<file path="config.mk">
export PLATFORM = sky130hd
export DESIGN_NAME = arp_cache_and_responder_flat
export DESIGN_NICKNAME = d
export VERILOG_FILES = /design/src/design/arpc_pkg.sv /design/src/design/arpc_if.sv /design/src/design/arp_cache_and_responder.sv /design/src/design/arpc_front.sv /design/src/design/arpc_queue.sv /design/src/design/arpc_back.sv /design/src/flat_wrapper.sv
export SDC_FILE = /design/constraint.sdc
export NUM_CORES = 2
export LEC_CHECK = 0
export BUFFER_PORTS_ARGS = -buffer_cell sky130_fd_sc_hd__buf_2
export CORE_MARGIN = 8
export CORE_UTILIZATION = 25
export CTS_CLUSTER_SIZE = 8
export DETAILED_ROUTE_END_ITERATION = 16
export PLACE_DENSITY = 0.46
export SYNTH_ARGS = -nofsm -noshare
export SYNTH_HDL_FRONTEND = slang
export SYNTH_HIERARCHICAL = 1
export SYNTH_SLANG_ARGS = --single-unit
</file>
<file path="constraint.sdc">
create_clock -name clk_i -period 9.6 [get_ports clk_i]
set_input_delay 0.48 -clock clk_i [delete_from_list [all_inputs] [get_ports clk_i]]
set_output_delay 0.48 -clock clk_i [all_outputs]
set_load 0.02 [all_outputs]
</file>
<file path="src/design/arpc_pkg.sv">
package arpc_pkg;

  // Table geometry.
  localparam int TABLE_ENTRIES = 16;
  localparam int IDX_W = (TABLE_ENTRIES > 1) ? $clog2(TABLE_ENTRIES) : 1;
  localparam int CNT_W = $clog2(TABLE_ENTRIES + 1);

  // Depth of the queue between front and back.
  localparam int QUEUE_DEPTH = 2;
  localparam int QPTR_W = (QUEUE_DEPTH > 1) ? $clog2(QUEUE_DEPTH) : 1;
  localparam int QCNT_W = $clog2(QUEUE_DEPTH + 1);

  // Configuration port.
  localparam int CFG_IDX_W  = 1;
  localparam int CFG_DATA_W = 48;
  localparam logic [CFG_IDX_W-1:0] REG_OWN_MAC = 1'b0;
  localparam logic [CFG_IDX_W-1:0] REG_OWN_IP  = 1'b1;

  // Item operations.
  localparam logic OP_LOOKUP = 1'b0;
  localparam logic OP_ARP_RX = 1'b1;

  // ARP header values that a packet must carry, and the request opcode.
  localparam logic [15:0] HTYPE_ETHERNET = 16'h0001;
  localparam logic [15:0] PTYPE_IPV4     = 16'h0800;
  localparam logic [7:0]  HLEN_MAC       = 8'd6;
  localparam logic [7:0]  PLEN_IPV4      = 8'd4;
  localparam logic [15:0] ARP_OP_REQUEST = 16'd1;

  // Result kinds.
  localparam logic [1:0] KIND_HIT     = 2'd0;
  localparam logic [1:0] KIND_REQUEST = 2'd1;
  localparam logic [1:0] KIND_ROUTE   = 2'd2;
  localparam logic [1:0] KIND_REPLY   = 2'd3;

  // Classified work handed from the front to the back.
  typedef struct packed {
    logic        learn;  // received packet that passed the filter
    logic        req;    // packet opcode is a request
    logic [31:0] ip;     // query address or sender address
    logic [47:0] mac;    // sender address of a packet
  } cmd_t;

  // Handshake between the queue and the back.
  typedef struct packed {
    logic pop;
  } q_ctl_t;

  typedef struct packed {
    logic empty;
  } q_sts_t;

endpackage

</file>
<file path="src/design/arpc_if.sv">
interface arpc_in_if import arpc_pkg::*; ();
  logic        valid;
  logic        ready;
  logic        op;
  logic [31:0] query_ip;
  logic        frame_too_short;
  logic [15:0] hardware_type;
  logic [15:0] protocol_type;
  logic [7:0]  hardware_len;
  logic [7:0]  protocol_len;
  logic [15:0] arp_opcode;
  logic [47:0] sender_mac;
  logic [31:0] sender_ip;
  logic [31:0] target_ip;

  modport source (
    output valid, op, query_ip, frame_too_short, hardware_type, protocol_type,
           hardware_len, protocol_len, arp_opcode, sender_mac, sender_ip, target_ip,
    input  ready
  );
  modport sink (
    input  valid, op, query_ip, frame_too_short, hardware_type, protocol_type,
           hardware_len, protocol_len, arp_opcode, sender_mac, sender_ip, target_ip,
    output ready
  );
endinterface

interface arpc_out_if import arpc_pkg::*; ();
  logic        valid;
  logic        ready;
  logic [1:0]  result_kind;
  logic [47:0] peer_mac;
  logic [31:0] peer_ip;
  logic        evicted;
  logic        last;

  modport source (
    output valid, result_kind, peer_mac, peer_ip, evicted, last,
    input  ready
  );
  modport sink (
    input  valid, result_kind, peer_mac, peer_ip, evicted, last,
    output ready
  );
endinterface

</file>
<file path="src/design/arp_cache_and_responder.sv">
// ARP cache and responder.
// The input channel takes one word per item: a lookup (op 0) of query_ip, or
// a received ARP header (op 1). The output channel gives result words of
// kind hit, broadcast request, route found or reply, with last marking the
// final word of an item. Lookups give one word; an accepted packet gives a
// route-found word and, for a request opcode, a reply word after it. Packets
// that fail the header checks or do not target own_ip give no word at all.
// The configuration port takes own_mac (index 0) and own_ip (index 1); only
// own_ip filters packets. Write it only while the block is idle.
// The back end scans the table one entry per cycle through a single memory
// port, and it takes the next item only after loading the last result word of the one before.
// A two-word queue lets the front keep taking items while the back scans.
// Reset clears all valid bits, the replacement pointer and own_ip at once;
// no clearing pass is needed. When the receiver stalls, the result word
// holds in the output register and the back waits, then the queue fills and
// the input ready drops.
module arp_cache_and_responder import arpc_pkg::*; (
  input  logic                  clk_i,
  input  logic                  rst_ni,
  arpc_in_if.sink               in_i,
  arpc_out_if.source            out_o,
  input  logic                  cfg_we_i,
  input  logic [CFG_IDX_W-1:0]  cfg_idx_i,
  input  logic [CFG_DATA_W-1:0] cfg_wdata_i
);

  logic   push;
  logic   full;
  cmd_t   push_cmd;
  cmd_t   head_cmd;
  q_ctl_t q_ctl;
  q_sts_t q_sts;

  // The front filters packets and turns each surviving word into a command.
  arpc_front u_front (
    .clk_i       (clk_i),
    .rst_ni      (rst_ni),
    .in_i        (in_i),
    .cfg_we_i    (cfg_we_i),
    .cfg_idx_i   (cfg_idx_i),
    .cfg_wdata_i (cfg_wdata_i),
    .full_i      (full),
    .push_o      (push),
    .cmd_o       (push_cmd)
  );

  arpc_queue u_queue (
    .clk_i  (clk_i),
    .rst_ni (rst_ni),
    .push_i (push),
    .cmd_i  (push_cmd),
    .full_o (full),
    .ctl_i  (q_ctl),
    .sts_o  (q_sts),
    .cmd_o  (head_cmd)
  );

  // The back scans the table, learns addresses and drives result words.
  arpc_back u_back (
    .clk_i  (clk_i),
    .rst_ni (rst_ni),
    .ctl_o  (q_ctl),
    .sts_i  (q_sts),
    .cmd_i  (head_cmd),
    .out_o  (out_o)
  );

endmodule

</file>
<file path="src/design/arpc_front.sv">
module arpc_front import arpc_pkg::*; (
  input  logic                  clk_i,
  input  logic                  rst_ni,
  arpc_in_if.sink               in_i,
  input  logic                  cfg_we_i,
  input  logic [CFG_IDX_W-1:0]  cfg_idx_i,
  input  logic [CFG_DATA_W-1:0] cfg_wdata_i,
  input  logic                  full_i,
  output logic                  push_o,
  output cmd_t                  cmd_o
);

  logic [31:0] own_ip_q;
  logic        accept;
  logic        pkt_ok;

  // Only the IP address filters packets; the MAC register has no effect on
  // any result, so a write to it is taken and dropped.
  always_ff @(posedge clk_i or negedge rst_ni) begin
    if (!rst_ni) begin
      own_ip_q <= '0;
    end else if (cfg_we_i && (cfg_idx_i == REG_OWN_IP)) begin
      own_ip_q <= cfg_wdata_i[31:0];
    end
  end

  assign in_i.ready = !full_i;
  assign accept     = in_i.valid && !full_i;

  assign pkt_ok = !in_i.frame_too_short
               && (in_i.hardware_type == HTYPE_ETHERNET)
               && (in_i.protocol_type == PTYPE_IPV4)
               && (in_i.hardware_len == HLEN_MAC)
               && (in_i.protocol_len == PLEN_IPV4)
               && (in_i.target_ip == own_ip_q);

  // A dropped packet never enters the queue.
  assign push_o = accept && ((in_i.op == OP_LOOKUP) || pkt_ok);

  always_comb begin
    cmd_o       = '0;
    cmd_o.learn = (in_i.op == OP_ARP_RX);
    cmd_o.req   = (in_i.arp_opcode == ARP_OP_REQUEST);
    cmd_o.ip    = (in_i.op == OP_LOOKUP) ? in_i.query_ip : in_i.sender_ip;
    cmd_o.mac   = in_i.sender_mac;
  end

endmodule

</file>
<file path="src/design/arpc_queue.sv">
module arpc_queue import arpc_pkg::*; (
  input  logic   clk_i,
  input  logic   rst_ni,
  input  logic   push_i,
  input  cmd_t   cmd_i,
  output logic   full_o,
  input  q_ctl_t ctl_i,
  output q_sts_t sts_o,
  output cmd_t   cmd_o
);

  cmd_t              slot_q [QUEUE_DEPTH];
  logic [QPTR_W-1:0] wr_ptr_q, wr_ptr_d;
  logic [QPTR_W-1:0] rd_ptr_q, rd_ptr_d;
  logic [QCNT_W-1:0] cnt_q, cnt_d;
  logic              do_push;
  logic              do_pop;

  function automatic logic [QPTR_W-1:0] ptr_inc(input logic [QPTR_W-1:0] p);
    return (p == QPTR_W'(QUEUE_DEPTH - 1)) ? '0 : p + 1'b1;
  endfunction

  assign full_o      = (cnt_q == QCNT_W'(QUEUE_DEPTH));
  assign sts_o.empty = (cnt_q == '0);
  assign do_push     = push_i && !full_o;
  assign do_pop      = ctl_i.pop && !sts_o.empty;
  assign cmd_o       = slot_q[rd_ptr_q];

  always_comb begin
    wr_ptr_d = do_push ? ptr_inc(wr_ptr_q) : wr_ptr_q;
    rd_ptr_d = do_pop ? ptr_inc(rd_ptr_q) : rd_ptr_q;
    cnt_d    = cnt_q;
    if (do_push && !do_pop) begin
      cnt_d = cnt_q + 1'b1;
    end else if (do_pop && !do_push) begin
      cnt_d = cnt_q - 1'b1;
    end
  end

  always_ff @(posedge clk_i or negedge rst_ni) begin
    if (!rst_ni) begin
      wr_ptr_q <= '0;
      rd_ptr_q <= '0;
      cnt_q    <= '0;
    end else begin
      wr_ptr_q <= wr_ptr_d;
      rd_ptr_q <= rd_ptr_d;
      cnt_q    <= cnt_d;
    end
  end

  always_ff @(posedge clk_i) begin
    if (do_push) begin
      slot_q[wr_ptr_q] <= cmd_i;
    end
  end

endmodule

</file>
<file path="src/design/arpc_back.sv">
module arpc_back import arpc_pkg::*; (
  input  logic       clk_i,
  input  logic       rst_ni,
  output q_ctl_t     ctl_o,
  input  q_sts_t     sts_i,
  input  cmd_t       cmd_i,
  arpc_out_if.source out_o
);

  typedef struct packed {
    logic [31:0] ip;
    logic [47:0] mac;
  } entry_t;

  localparam logic [1:0] S_IDLE   = 2'd0;
  localparam logic [1:0] S_SCAN   = 2'd1;
  localparam logic [1:0] S_DECIDE = 2'd2;
  localparam logic [1:0] S_EMIT2  = 2'd3;

  logic [1:0]       state_q, state_d;
  cmd_t             cmd_q;
  entry_t           mem [TABLE_ENTRIES];
  entry_t           rd_data_q;
  logic [IDX_W-1:0] rd_idx_q;
  logic             rd_vld_q;
  logic [CNT_W-1:0] cnt_q;
  logic             issue;
  logic             scan_start;

  logic [TABLE_ENTRIES-1:0] valid_q;
  logic [IDX_W-1:0]         ptr_q;

  logic             hit_q, free_q;
  logic [IDX_W-1:0] hit_idx_q, free_idx_q;
  logic [47:0]      hit_mac_q;
  logic             cmp_match, cmp_free;

  logic             out_free;
  logic             load_first, load_second;
  logic             wr_en;
  logic [IDX_W-1:0] slot_idx;
  logic             slot_evict;

  logic        out_valid_q;
  logic [1:0]  out_kind_q;
  logic [47:0] out_mac_q;
  logic [31:0] out_ip_q;
  logic        out_ev_q;
  logic        out_last_q;

  assign out_free   = !out_valid_q || out_o.ready;
  assign scan_start = (state_q == S_IDLE) && !sts_i.empty;
  assign ctl_o.pop  = scan_start;
  assign issue      = (state_q == S_SCAN) && (cnt_q < CNT_W'(TABLE_ENTRIES));

  assign cmp_match = rd_vld_q && valid_q[rd_idx_q] && (rd_data_q.ip == cmd_q.ip);
  assign cmp_free  = rd_vld_q && !valid_q[rd_idx_q];

  assign load_first  = (state_q == S_DECIDE) && out_free;
  assign load_second = (state_q == S_EMIT2) && out_free;
  assign wr_en       = load_first && cmd_q.learn;

  // Existing entry first, then the lowest free one, then round robin.
  always_comb begin
    slot_evict = 1'b0;
    if (hit_q) begin
      slot_idx = hit_idx_q;
    end else if (free_q) begin
      slot_idx = free_idx_q;
    end else begin
      slot_idx   = ptr_q;
      slot_evict = 1'b1;
    end
  end

  always_comb begin
    state_d = state_q;
    unique case (state_q)
      S_IDLE: begin
        if (scan_start) begin
          state_d = S_SCAN;
        end
      end
      S_SCAN: begin
        if (!issue && !rd_vld_q) begin
          state_d = S_DECIDE;
        end
      end
      S_DECIDE: begin
        if (load_first) begin
          state_d = (cmd_q.learn && cmd_q.req) ? S_EMIT2 : S_IDLE;
        end
      end
      S_EMIT2: begin
        if (load_second) begin
          state_d = S_IDLE;
        end
      end
      default: state_d = S_IDLE;
    endcase
  end

  always_ff @(posedge clk_i or negedge rst_ni) begin
    if (!rst_ni) begin
      state_q     <= S_IDLE;
      cnt_q       <= '0;
      rd_vld_q    <= 1'b0;
      hit_q       <= 1'b0;
      free_q      <= 1'b0;
      valid_q     <= '0;
      ptr_q       <= '0;
      out_valid_q <= 1'b0;
    end else begin
      state_q  <= state_d;
      rd_vld_q <= issue;
      if (scan_start) begin
        cnt_q  <= '0;
        hit_q  <= 1'b0;
        free_q <= 1'b0;
      end else begin
        if (issue) begin
          cnt_q <= cnt_q + 1'b1;
        end
        if (cmp_match && !hit_q) begin
          hit_q <= 1'b1;
        end
        if (cmp_free && !free_q) begin
          free_q <= 1'b1;
        end
      end
      if (wr_en) begin
        valid_q[slot_idx] <= 1'b1;
        if (slot_evict) begin
          ptr_q <= (ptr_q == IDX_W'(TABLE_ENTRIES - 1)) ? '0 : ptr_q + 1'b1;
        end
      end
      if (load_first || load_second) begin
        out_valid_q <= 1'b1;
      end else if (out_o.ready) begin
        out_valid_q <= 1'b0;
      end
    end
  end

  // Table memory: one read or one write a cycle, registered read data.
  always_ff @(posedge clk_i) begin
    if (wr_en) begin
      mem[slot_idx] <= '{ip: cmd_q.ip, mac: cmd_q.mac};
    end
    if (issue) begin
      rd_data_q <= mem[cnt_q[IDX_W-1:0]];
      rd_idx_q  <= cnt_q[IDX_W-1:0];
    end
  end

  always_ff @(posedge clk_i) begin
    if (scan_start) begin
      cmd_q <= cmd_i;
    end
    if (cmp_match && !hit_q) begin
      hit_idx_q <= rd_idx_q;
      hit_mac_q <= rd_data_q.mac;
    end
    if (cmp_free && !free_q) begin
      free_idx_q <= rd_idx_q;
    end
    if (load_first) begin
      out_ip_q <= cmd_q.ip;
      if (cmd_q.learn) begin
        out_kind_q <= KIND_ROUTE;
        out_mac_q  <= cmd_q.mac;
        out_ev_q   <= slot_evict;
        out_last_q <= !cmd_q.req;
      end else begin
        out_kind_q <= hit_q ? KIND_HIT : KIND_REQUEST;
        out_mac_q  <= hit_q ? hit_mac_q : '0;
        out_ev_q   <= 1'b0;
        out_last_q <= 1'b1;
      end
    end else if (load_second) begin
      out_kind_q <= KIND_REPLY;
      out_mac_q  <= cmd_q.mac;
      out_ip_q   <= cmd_q.ip;
      out_ev_q   <= 1'b0;
      out_last_q <= 1'b1;
    end
  end

  assign out_o.valid       = out_valid_q;
  assign out_o.result_kind = out_kind_q;
  assign out_o.peer_mac    = out_mac_q;
  assign out_o.peer_ip     = out_ip_q;
  assign out_o.evicted     = out_ev_q;
  assign out_o.last        = out_last_q;

endmodule

</file>
<file path="src/flat_wrapper.sv">
// flat-port wrapper written by rule: the top's interface ports become plain ports
module arp_cache_and_responder_flat import arpc_pkg::*;
  (clk_i, rst_ni, cfg_we_i, cfg_idx_i, cfg_wdata_i, in_i_valid, in_i_op, in_i_query_ip, in_i_frame_too_short, in_i_hardware_type, in_i_protocol_type, in_i_hardware_len, in_i_protocol_len, in_i_arp_opcode, in_i_sender_mac, in_i_sender_ip, in_i_target_ip, in_i_ready, out_o_valid, out_o_result_kind, out_o_peer_mac, out_o_peer_ip, out_o_evicted, out_o_last, out_o_ready);
  arpc_in_if in_i_i ();
  arpc_out_if out_o_i ();
  input  logic clk_i;
  input  logic rst_ni;
  input  logic cfg_we_i;
  input  logic [CFG_IDX_W-1:0] cfg_idx_i;
  input  logic [CFG_DATA_W-1:0] cfg_wdata_i;
  input wire logic [$bits(in_i_i.valid)-1:0] in_i_valid;
  input wire logic [$bits(in_i_i.op)-1:0] in_i_op;
  input wire logic [$bits(in_i_i.query_ip)-1:0] in_i_query_ip;
  input wire logic [$bits(in_i_i.frame_too_short)-1:0] in_i_frame_too_short;
  input wire logic [$bits(in_i_i.hardware_type)-1:0] in_i_hardware_type;
  input wire logic [$bits(in_i_i.protocol_type)-1:0] in_i_protocol_type;
  input wire logic [$bits(in_i_i.hardware_len)-1:0] in_i_hardware_len;
  input wire logic [$bits(in_i_i.protocol_len)-1:0] in_i_protocol_len;
  input wire logic [$bits(in_i_i.arp_opcode)-1:0] in_i_arp_opcode;
  input wire logic [$bits(in_i_i.sender_mac)-1:0] in_i_sender_mac;
  input wire logic [$bits(in_i_i.sender_ip)-1:0] in_i_sender_ip;
  input wire logic [$bits(in_i_i.target_ip)-1:0] in_i_target_ip;
  output wire logic [$bits(in_i_i.ready)-1:0] in_i_ready;
  output wire logic [$bits(out_o_i.valid)-1:0] out_o_valid;
  output wire logic [$bits(out_o_i.result_kind)-1:0] out_o_result_kind;
  output wire logic [$bits(out_o_i.peer_mac)-1:0] out_o_peer_mac;
  output wire logic [$bits(out_o_i.peer_ip)-1:0] out_o_peer_ip;
  output wire logic [$bits(out_o_i.evicted)-1:0] out_o_evicted;
  output wire logic [$bits(out_o_i.last)-1:0] out_o_last;
  input wire logic [$bits(out_o_i.ready)-1:0] out_o_ready;
  assign in_i_i.valid = in_i_valid;
  assign in_i_i.op = in_i_op;
  assign in_i_i.query_ip = in_i_query_ip;
  assign in_i_i.frame_too_short = in_i_frame_too_short;
  assign in_i_i.hardware_type = in_i_hardware_type;
  assign in_i_i.protocol_type = in_i_protocol_type;
  assign in_i_i.hardware_len = in_i_hardware_len;
  assign in_i_i.protocol_len = in_i_protocol_len;
  assign in_i_i.arp_opcode = in_i_arp_opcode;
  assign in_i_i.sender_mac = in_i_sender_mac;
  assign in_i_i.sender_ip = in_i_sender_ip;
  assign in_i_i.target_ip = in_i_target_ip;
  assign in_i_ready = in_i_i.ready;
  assign out_o_valid = out_o_i.valid;
  assign out_o_result_kind = out_o_i.result_kind;
  assign out_o_peer_mac = out_o_i.peer_mac;
  assign out_o_peer_ip = out_o_i.peer_ip;
  assign out_o_evicted = out_o_i.evicted;
  assign out_o_last = out_o_i.last;
  assign out_o_i.ready = out_o_ready;
  arp_cache_and_responder u_core (.clk_i(clk_i), .rst_ni(rst_ni), .in_i(in_i_i), .out_o(out_o_i), .cfg_we_i(cfg_we_i), .cfg_idx_i(cfg_idx_i), .cfg_wdata_i(cfg_wdata_i));
endmodule
</file>
* Yosys cells after proc, flatten, opt, wreduce, memory -nomap -nowiden
Memory sizes are Yosys's and may differ from the RTL's. A register that Yosys moved wholly into a read port is not among the register bits.
Cells that the tools add are included.
** Word-level totals
- Memories :: 2
- Flip-flop bits (word level) :: 211
- Word-level logic and storage cells :: 149
- Output and inout bits :: 86
- RAM bits :: 1444
** Memories
- u_core.u_back.mem :: words 16, width 80, rd ports 1, clocked after memory_dff 1, wr ports 1, line arpc_back.sv:22 : entry_t mem [TABLE_ENTRIES];
- u_core.u_queue.slot_q :: words 2, width 82, rd ports 1, clocked after memory_dff 1, wr ports 1, line arpc_queue.sv:12 : cmd_t slot_q [QUEUE_DEPTH];
** Operators by class
- Add/subtract/negate cells :: 6
- Multiplexer cells :: 48
- Reduce and logical (&&, ||, !) cells :: 50
- Magnitude comparators :: 4
- Equal/unequal tests :: 16
- Bitwise gates (word level) :: 2
** Operator list (count)
- 2-to-1 mux 48 bit :: 4
- 2-to-1 mux 32 bit :: 3
- equality test 32 bit :: 2
- equality test 16 x 1 -> 1 bit (second input constant) :: 2
- logical AND 1 bit :: 25
- 2-to-1 mux 1 bit :: 23
- 2-to-1 mux 2 bit :: 10
- equality test 16 x 12 -> 1 bit (second input constant) :: 1
- equality test 8 x 3 -> 1 bit (second input constant) :: 2
- OR 16 bit :: 1
- logical NOT 1 bit :: 12
- 2-to-1 mux 4 bit :: 3
- nonzero test 2 bit :: 6
- less-than comparator 4 x 5 -> 1 bit (second input constant) :: 2
- 2-to-1 mux 5 bit :: 2
- one-hot mux 2 bit (4 select lines) :: 1
- equality test 2 bit (second input constant) :: 3
- adder 5 x 1 -> 5 bit (second input constant) :: 1
- less-than comparator 5 bit (second input constant) :: 1
- adder 4 x 1 -> 4 bit (second input constant) :: 1
- binary-select mux 1 bit (select 4 bit) :: 1
- demux 1 bit (select 4 bit) :: 1
- equality test 4 bit (second input constant) :: 1
- >= comparator 4 x 1 -> 1 bit (second input constant) :: 1
- other kinds (11) :: 17

* Longest topological paths before layout
- Word-level depth :: 13
- Gate-level depth with buffers :: 12
- Depth with buffers taken out :: 12

* Modules after synthesis
Netlist, hierarchy kept.
** By module, submodules not included
- arpc_back :: area an instance 59717.3 um2, cells each 2431, times used 1, seq. area each 48401.4 um2
- arpc_queue :: area an instance 6463.7 um2, cells each 274, times used 1, seq. area each 5024.8 um2
- arpc_front :: area an instance 2472.4 um2, cells each 227, times used 1, seq. area each 800.8 um2

* Worst setup path before layout
OpenSTA, ideal clock, no wires.
- Kind :: register -> register
- From :: register u_core.u_back.state_q[0]
- To :: register u_core.u_queue.cnt_q[1]
- Path slack :: 0.840 ns
- Buffers on the path :: 1
- Data required time :: 9.521 ns
- Arrival time :: 8.681 ns
- Library setup time :: 0.079 ns
- Clock period less this slack :: 8.760 ns
- Stages on the path, launching flop included :: 8
- Path through :: dfrtp_1 -> clkbuf_1 -> nor3_1 -> o21ai_0 -> ha_1 -> xor2_1 -> nor2_1 -> xor2_1
** Between the ends
- Word-level cells in the longest chain between the ends :: 6
- Elaborated cells between the ends (all ways) :: 8
** RTL lines
- from (decl) :: line arpc_back.sv:20 : logic [1:0] state_q, state_d;
- from (signal assigned) :: line arpc_back.sv:114 : state_q <= state_d;
- logical NOT 2 bit * :: line arpc_back.sv:52 : assign scan_start = (state_q == S_IDLE) && !sts_i.empty;
- logical AND 1 bit * :: line arpc_back.sv:52
- via u_core.q_ctl :: line arp_cache_and_responder.sv:31 : q_ctl_t q_ctl;
- logical AND 1 bit * :: line arpc_queue.sv:26 : assign do_pop = ctl_i.pop && !sts_o.empty;
- logical NOT 1 bit :: line arpc_queue.sv:33 : if (do_push && !do_pop) begin
- logical AND 1 bit :: line arpc_queue.sv:33
- 2-to-1 mux 2 bit / nonzero test 2 bit (equally long branches)
- to (signal assigned) :: line arpc_queue.sv:48 : cnt_q <= cnt_d;
- to (decl) :: line arpc_queue.sv:15 : logic [QCNT_W-1:0] cnt_q, cnt_d;
The timed path passes the listed nets; every way through them passes the cells marked *.
A chain may end at the register's enable or synchronous reset.

* Worst setup path after layout
- From :: register u_core.u_back.hit_q
- To :: memory u_core/u_back/mem[6][4] in the netlist's numbering (enable)
** Between the ends
- Word-level cells in the longest chain between the ends :: 1
** RTL lines
- from (decl) :: line arpc_back.sv:33 : logic hit_q, free_q;
- from (signal assigned) :: line arpc_back.sv:108 : hit_q <= 1'b0;
- from (signal assigned) :: line arpc_back.sv:118 : hit_q <= 1'b0;
- from (signal assigned) :: line arpc_back.sv:125 : hit_q <= 1'b1;
- 2-to-1 mux 4 bit :: line arpc_back.sv:66 : if (hit_q) begin
- to (decl) :: line arpc_back.sv:22
Every way passes these cells.

==> metrics.md <==
| Metric | Value |
|---|---|
| Reg2reg setup slack | `4770 ps` |
| Number of flops mapped to enable cells by yosys | `1750` |
| M3 GR Usage | `0.0257` |
| Post-DP HPWL | `91.3 mm` |
| Synth warn | `6` |
| Port Buf Inserts | `333` |
| RePlAce Congestion | `0.692` |
| Vias per inst | `4.36` |
| Worst setup margin | `4770 ps` |
| Fraction of registers with async set/reset | `0.0369` |
| Synthesized flop and latch total | `1817` |
| Tcrit/Tclk final | `0.503` |
| Power Total | `24.0 mW` |
| Arrival @ worst endpoint | `5240 ps` |
| Reg2reg path depth | `7` |
| Tightest Pin Transition | `1150 ps` |
| Clock latency on the worst-skew pair | `820 ps` |
| Largest family of logic cells by synthesized area | `multiplexers` |
| Worst setup path category | `reg -> reg` |
| Crit-path max FO | `37` |
| Clock group share of total power | `0.357` |
| Multi-input logic area | `13400 um^2` |
| Number of buffers created by CTS | `273` |
| Critical path required time | `10010 ps` |
| P&R area growth vs syn | `21.5%` |
| Pint | `17.5 mW` |
| Crit-path cells | `buf_4 -> nand2_1 -> o21ai_0 -> nand2_1 -> nor2_4 -> buf_4 -> buf_4` |
| TNS Setup | `0 ps` |
| Combinational Power Share | `0.165` |
| CTS Buffer Depth | `4` |
| Starting density of the core | `0.251` |
| Global-route wire length before repair | `260 mm` |
| Die X | `540 um` |
| Met2 GRT Util | `0.208` |
| # rows | `192` |
| Area after DPL | `74500 um^2` |
| Minimum clock period | `4830 ps` |
| Delay-heaviest family, CP | `buffers and inverters` |
| Clock slew at reported path FFs | `50 ps` |
| Vias | `31630` |
| GRT Overall Usage | `0.122` |
| Final clock skew | `47.7 ps` |
| Max VDD drop | `0.000162 V` |
| M1 GR Usage | `0.160` |
| Io pins | `350` |
| Mapped Nets | `3199` |
| Area leader, netlist | `edfxtp_1` |
| Detailed Routing Iterations Pass 1 | `5` |
| Die H | `540 um` |
| Status | `finished, final reports clean` |
| Core area | `273000 um^2` |
| Synth Area per Inst | `23.4 um^2` |
| Slowest stage delay, CP | `840 ps` |
| Final setup vio count | `0` |
| Buf/Inv on CP | `3` |
| Synth top area share | `0.765` |
| Crit. End Element | `flip-flop` |
| Compound-cell area share of the yosys netlist | `0.00202` |
| Sw Pwr | `6.54 mW` |
| Number of nets in the layout | `3853` |
| Synth cell types | `47` |
| Simple-Gate Fraction of Synth Area | `0.0189` |
| Max_slew headroom | `0.236` |
| Most frequent CP cell | `buf_4` |
| Top FF cell, synth | `edfxtp_1` |
| Mux cell area share after synthesis | `0.162` |
| FF+latch area | `54200 um^2` |
| Min Hold Slack | `102 ps` |
| Fin util | `0.305` |
| Startpoint Class | `flip-flop` |
| R2R Path Start | `u_core/u_back/hit_q` |
| Final Hold Fails | `0` |
| Htree depth | `5` |
| Final wirelength | `183 mm` |
| CTS tree | `yes` |
| R2r endpoint | `u_core/u_back/mem[6][4]` |
| Hold endpoint | `u_core/u_queue/slot_q[1][50]` |
| Avg WL per Cell | `25.3 um` |
| Fin cells | `7247` |
| Dpl cells | `6756` |
| Synth top area cells | `edfxtp_1 (77%), mux4_2 (13%), dfrtp_1 (2.4%), mux2_4 (1.5%), mux2_2 (1.3%)` |
| Sw Share | `0.273` |
| Fillers | `26365` |
| Fmax | `0.207 GHz` |
| Adder-Cell Fraction of Synth Area | `0.000547` |
| CP max stage cell | `buf_4` |
| Final Cell Area | `83400 um^2` |
| Clock root buffer | `clkbuf_16` |
| Share of post-route cells with drive strength above 1 | `0.356` |
| Fin. max-slew vios | `0` |
| Post-CTS Resized | `0` |
| Setup Slack @ Placement | `4570 ps` |
| Drc violations | `0` |
| Sink Count | `1817` |
| Die area | `292000 um^2` |
| Initial antenna violation count | `10` |
| Hold path depth | `2` |
| Hold path start | `in_i_query_ip[2]` |
| Vias in the first global route | `35243` |
| Max-cap violation count | `0` |
| P per Cell Area | `288 nW/um^2` |
| Largest net degree at the start of global routing | `145` |
| P_leak | `26.7 nW` |
| Worst min-delay path class | `in -> reg` |
| Gr ovfl total | `0` |
| Post-Synthesis Cells | `2932` |
| Post-synthesis sequential area ratio | `0.790` |
| RSZ-0062 raised after global routing | `false` |
| XOR/XNOR Fraction of Synth Area | `0.00880` |
| Most used routing layer | `met2` |
| Area of the mapped netlist | `68700 um^2` |
| DRT antenna net count | `0` |
| Sequential Power Share | `0.478` |
| DRT iter0 DRCs | `2322` |
-- repair_timing --
action / in CTS / in global routing
endpoints found under the hold margin: 258 / 0
hold buffers: 144 / 0
setup buffers: 0 / 0
-- logic make-up (layout without fill, tap and decap cells) --
kind of cell    after synthesis  in the layout
fa+ha+maj                     3              3
xor+xnor                     69             69
buf+inv                     187            910
other cells                   0              3
compound gates               22             22
flops                      1817           1817
simple gates                270            270
mux                         564            564
-- cell usage in the layout (no fill, tap or decap), drive strengths merged, types with 2 or more instances in the layout --
master,count
a21oi,5
buf,409
bufinv,2
clkbuf,314
clkinv,14
dfrtp,67
diode,3
dlygate4sd3,144
edfxtp,1750
ha,3
inv,27
mux2,151
mux2i,9
mux4,404
nand2,113
nand2b,3
nand3,51
nand3b,3
nand4,16
nor2,28
nor2b,5
nor3,7
nor3b,2
nor4,17
nor4b,4
o21a,2
o21ai,7
or2,17
xnor2,49
xor2,20
-- power by group through the flow --
stage	registers (mW)	clock network, mW	logic [mW]
6_report	11.5	8.57	3.95
5_1_grt	11.6	9.21	4.29
3_3_place_gp	11.6	0	4.07
2_1_floorplan	11.4	0	2.69
4_1_cts	11.5	8.91	4.14
3_5_place_dp	11.7	0	4.08
-- cells in the mapped netlist, types with 6 or more instances --
cell / n
dfrtp_1: 67
nor2_1: 28
clkbuf_1: 57
nand2_1: 113
nor4_1: 16
mux2_4: 70
xnor2_1: 49
buf_1: 11
edfxtp_1: 1750
nand4_1: 16
nand3_1: 51
buf_2: 17
mux2_2: 81
mux2i_1: 9
inv_1: 13
buf_12: 7
buf_6: 13
buf_4: 69
o21ai_0: 6
xor2_1: 20
nor3_1: 7
or2_1: 13
mux4_2: 404
-- area by class of cell --
cell class / count / area share
Antenna cell: 3 / 0.0000900
Multi-Input combinational cell: 928 / 0.161
Sequential cell: 1817 / 0.651
Timing Repair Buffer: 553 / 0.0449
Clock inverter: 30 / 0.00465
Clock buffer: 314 / 0.0847
Inverter: 13 / 0.000645
Tap cell: 3589 / 0.0539
-- flip-flops by register name, summed over array words and instances, names as in the netlist, 4 cells and up --
| register | count |
|---|---|
| u_core/u_back/free_idx_q | 4 |
| u_core/u_back/ptr_q | 4 |
| u_core/u_back/cnt_q | 5 |
| u_core/u_back/rd_data_q | 80 |
| u_core/u_front/own_ip_q | 32 |
| u_core/u_back/rd_idx_q | 4 |
| u_core/u_back/cmd_q | 82 |
| u_core/u_back/mem | 1280 |
| u_core/u_back/valid_q | 16 |
| u_core/u_back/out_o.peer_ip | 32 |
| u_core/u_back/hit_idx_q | 4 |
| u_core/u_back/hit_mac_q | 48 |
| u_core/u_queue/slot_q | 164 |
| u_core/u_back/out_o.peer_mac | 48 |
-- layer usage --
metal  wire length [um]  vias up
li1                   -    13411
met1              79700    17157
met2              90800      809
met3               9110      251
met4               3350        2
met5                 12        -
-- how the worst max path moves through the flow --
stage	from	end	slack (ps)	cells after the start
floorplan	u_core/u_back/state_q[0]	u_core/u_queue/cnt_q[1]	840	7
global placement	u_core/u_back/hit_q	u_core/u_back/mem[6][16]	4580	7
detailed placement	u_core/u_back/hit_q	u_core/u_back/mem[6][16]	4570	7
CTS	u_core/u_back/hit_q	u_core/u_back/mem[6][37]	4540	7
global route	u_core/u_back/hit_q	u_core/u_back/mem[6][37]	4450	7
finish	u_core/u_back/hit_q	u_core/u_back/mem[6][4]	4770	7
Power figures use the tool's default switching activity.
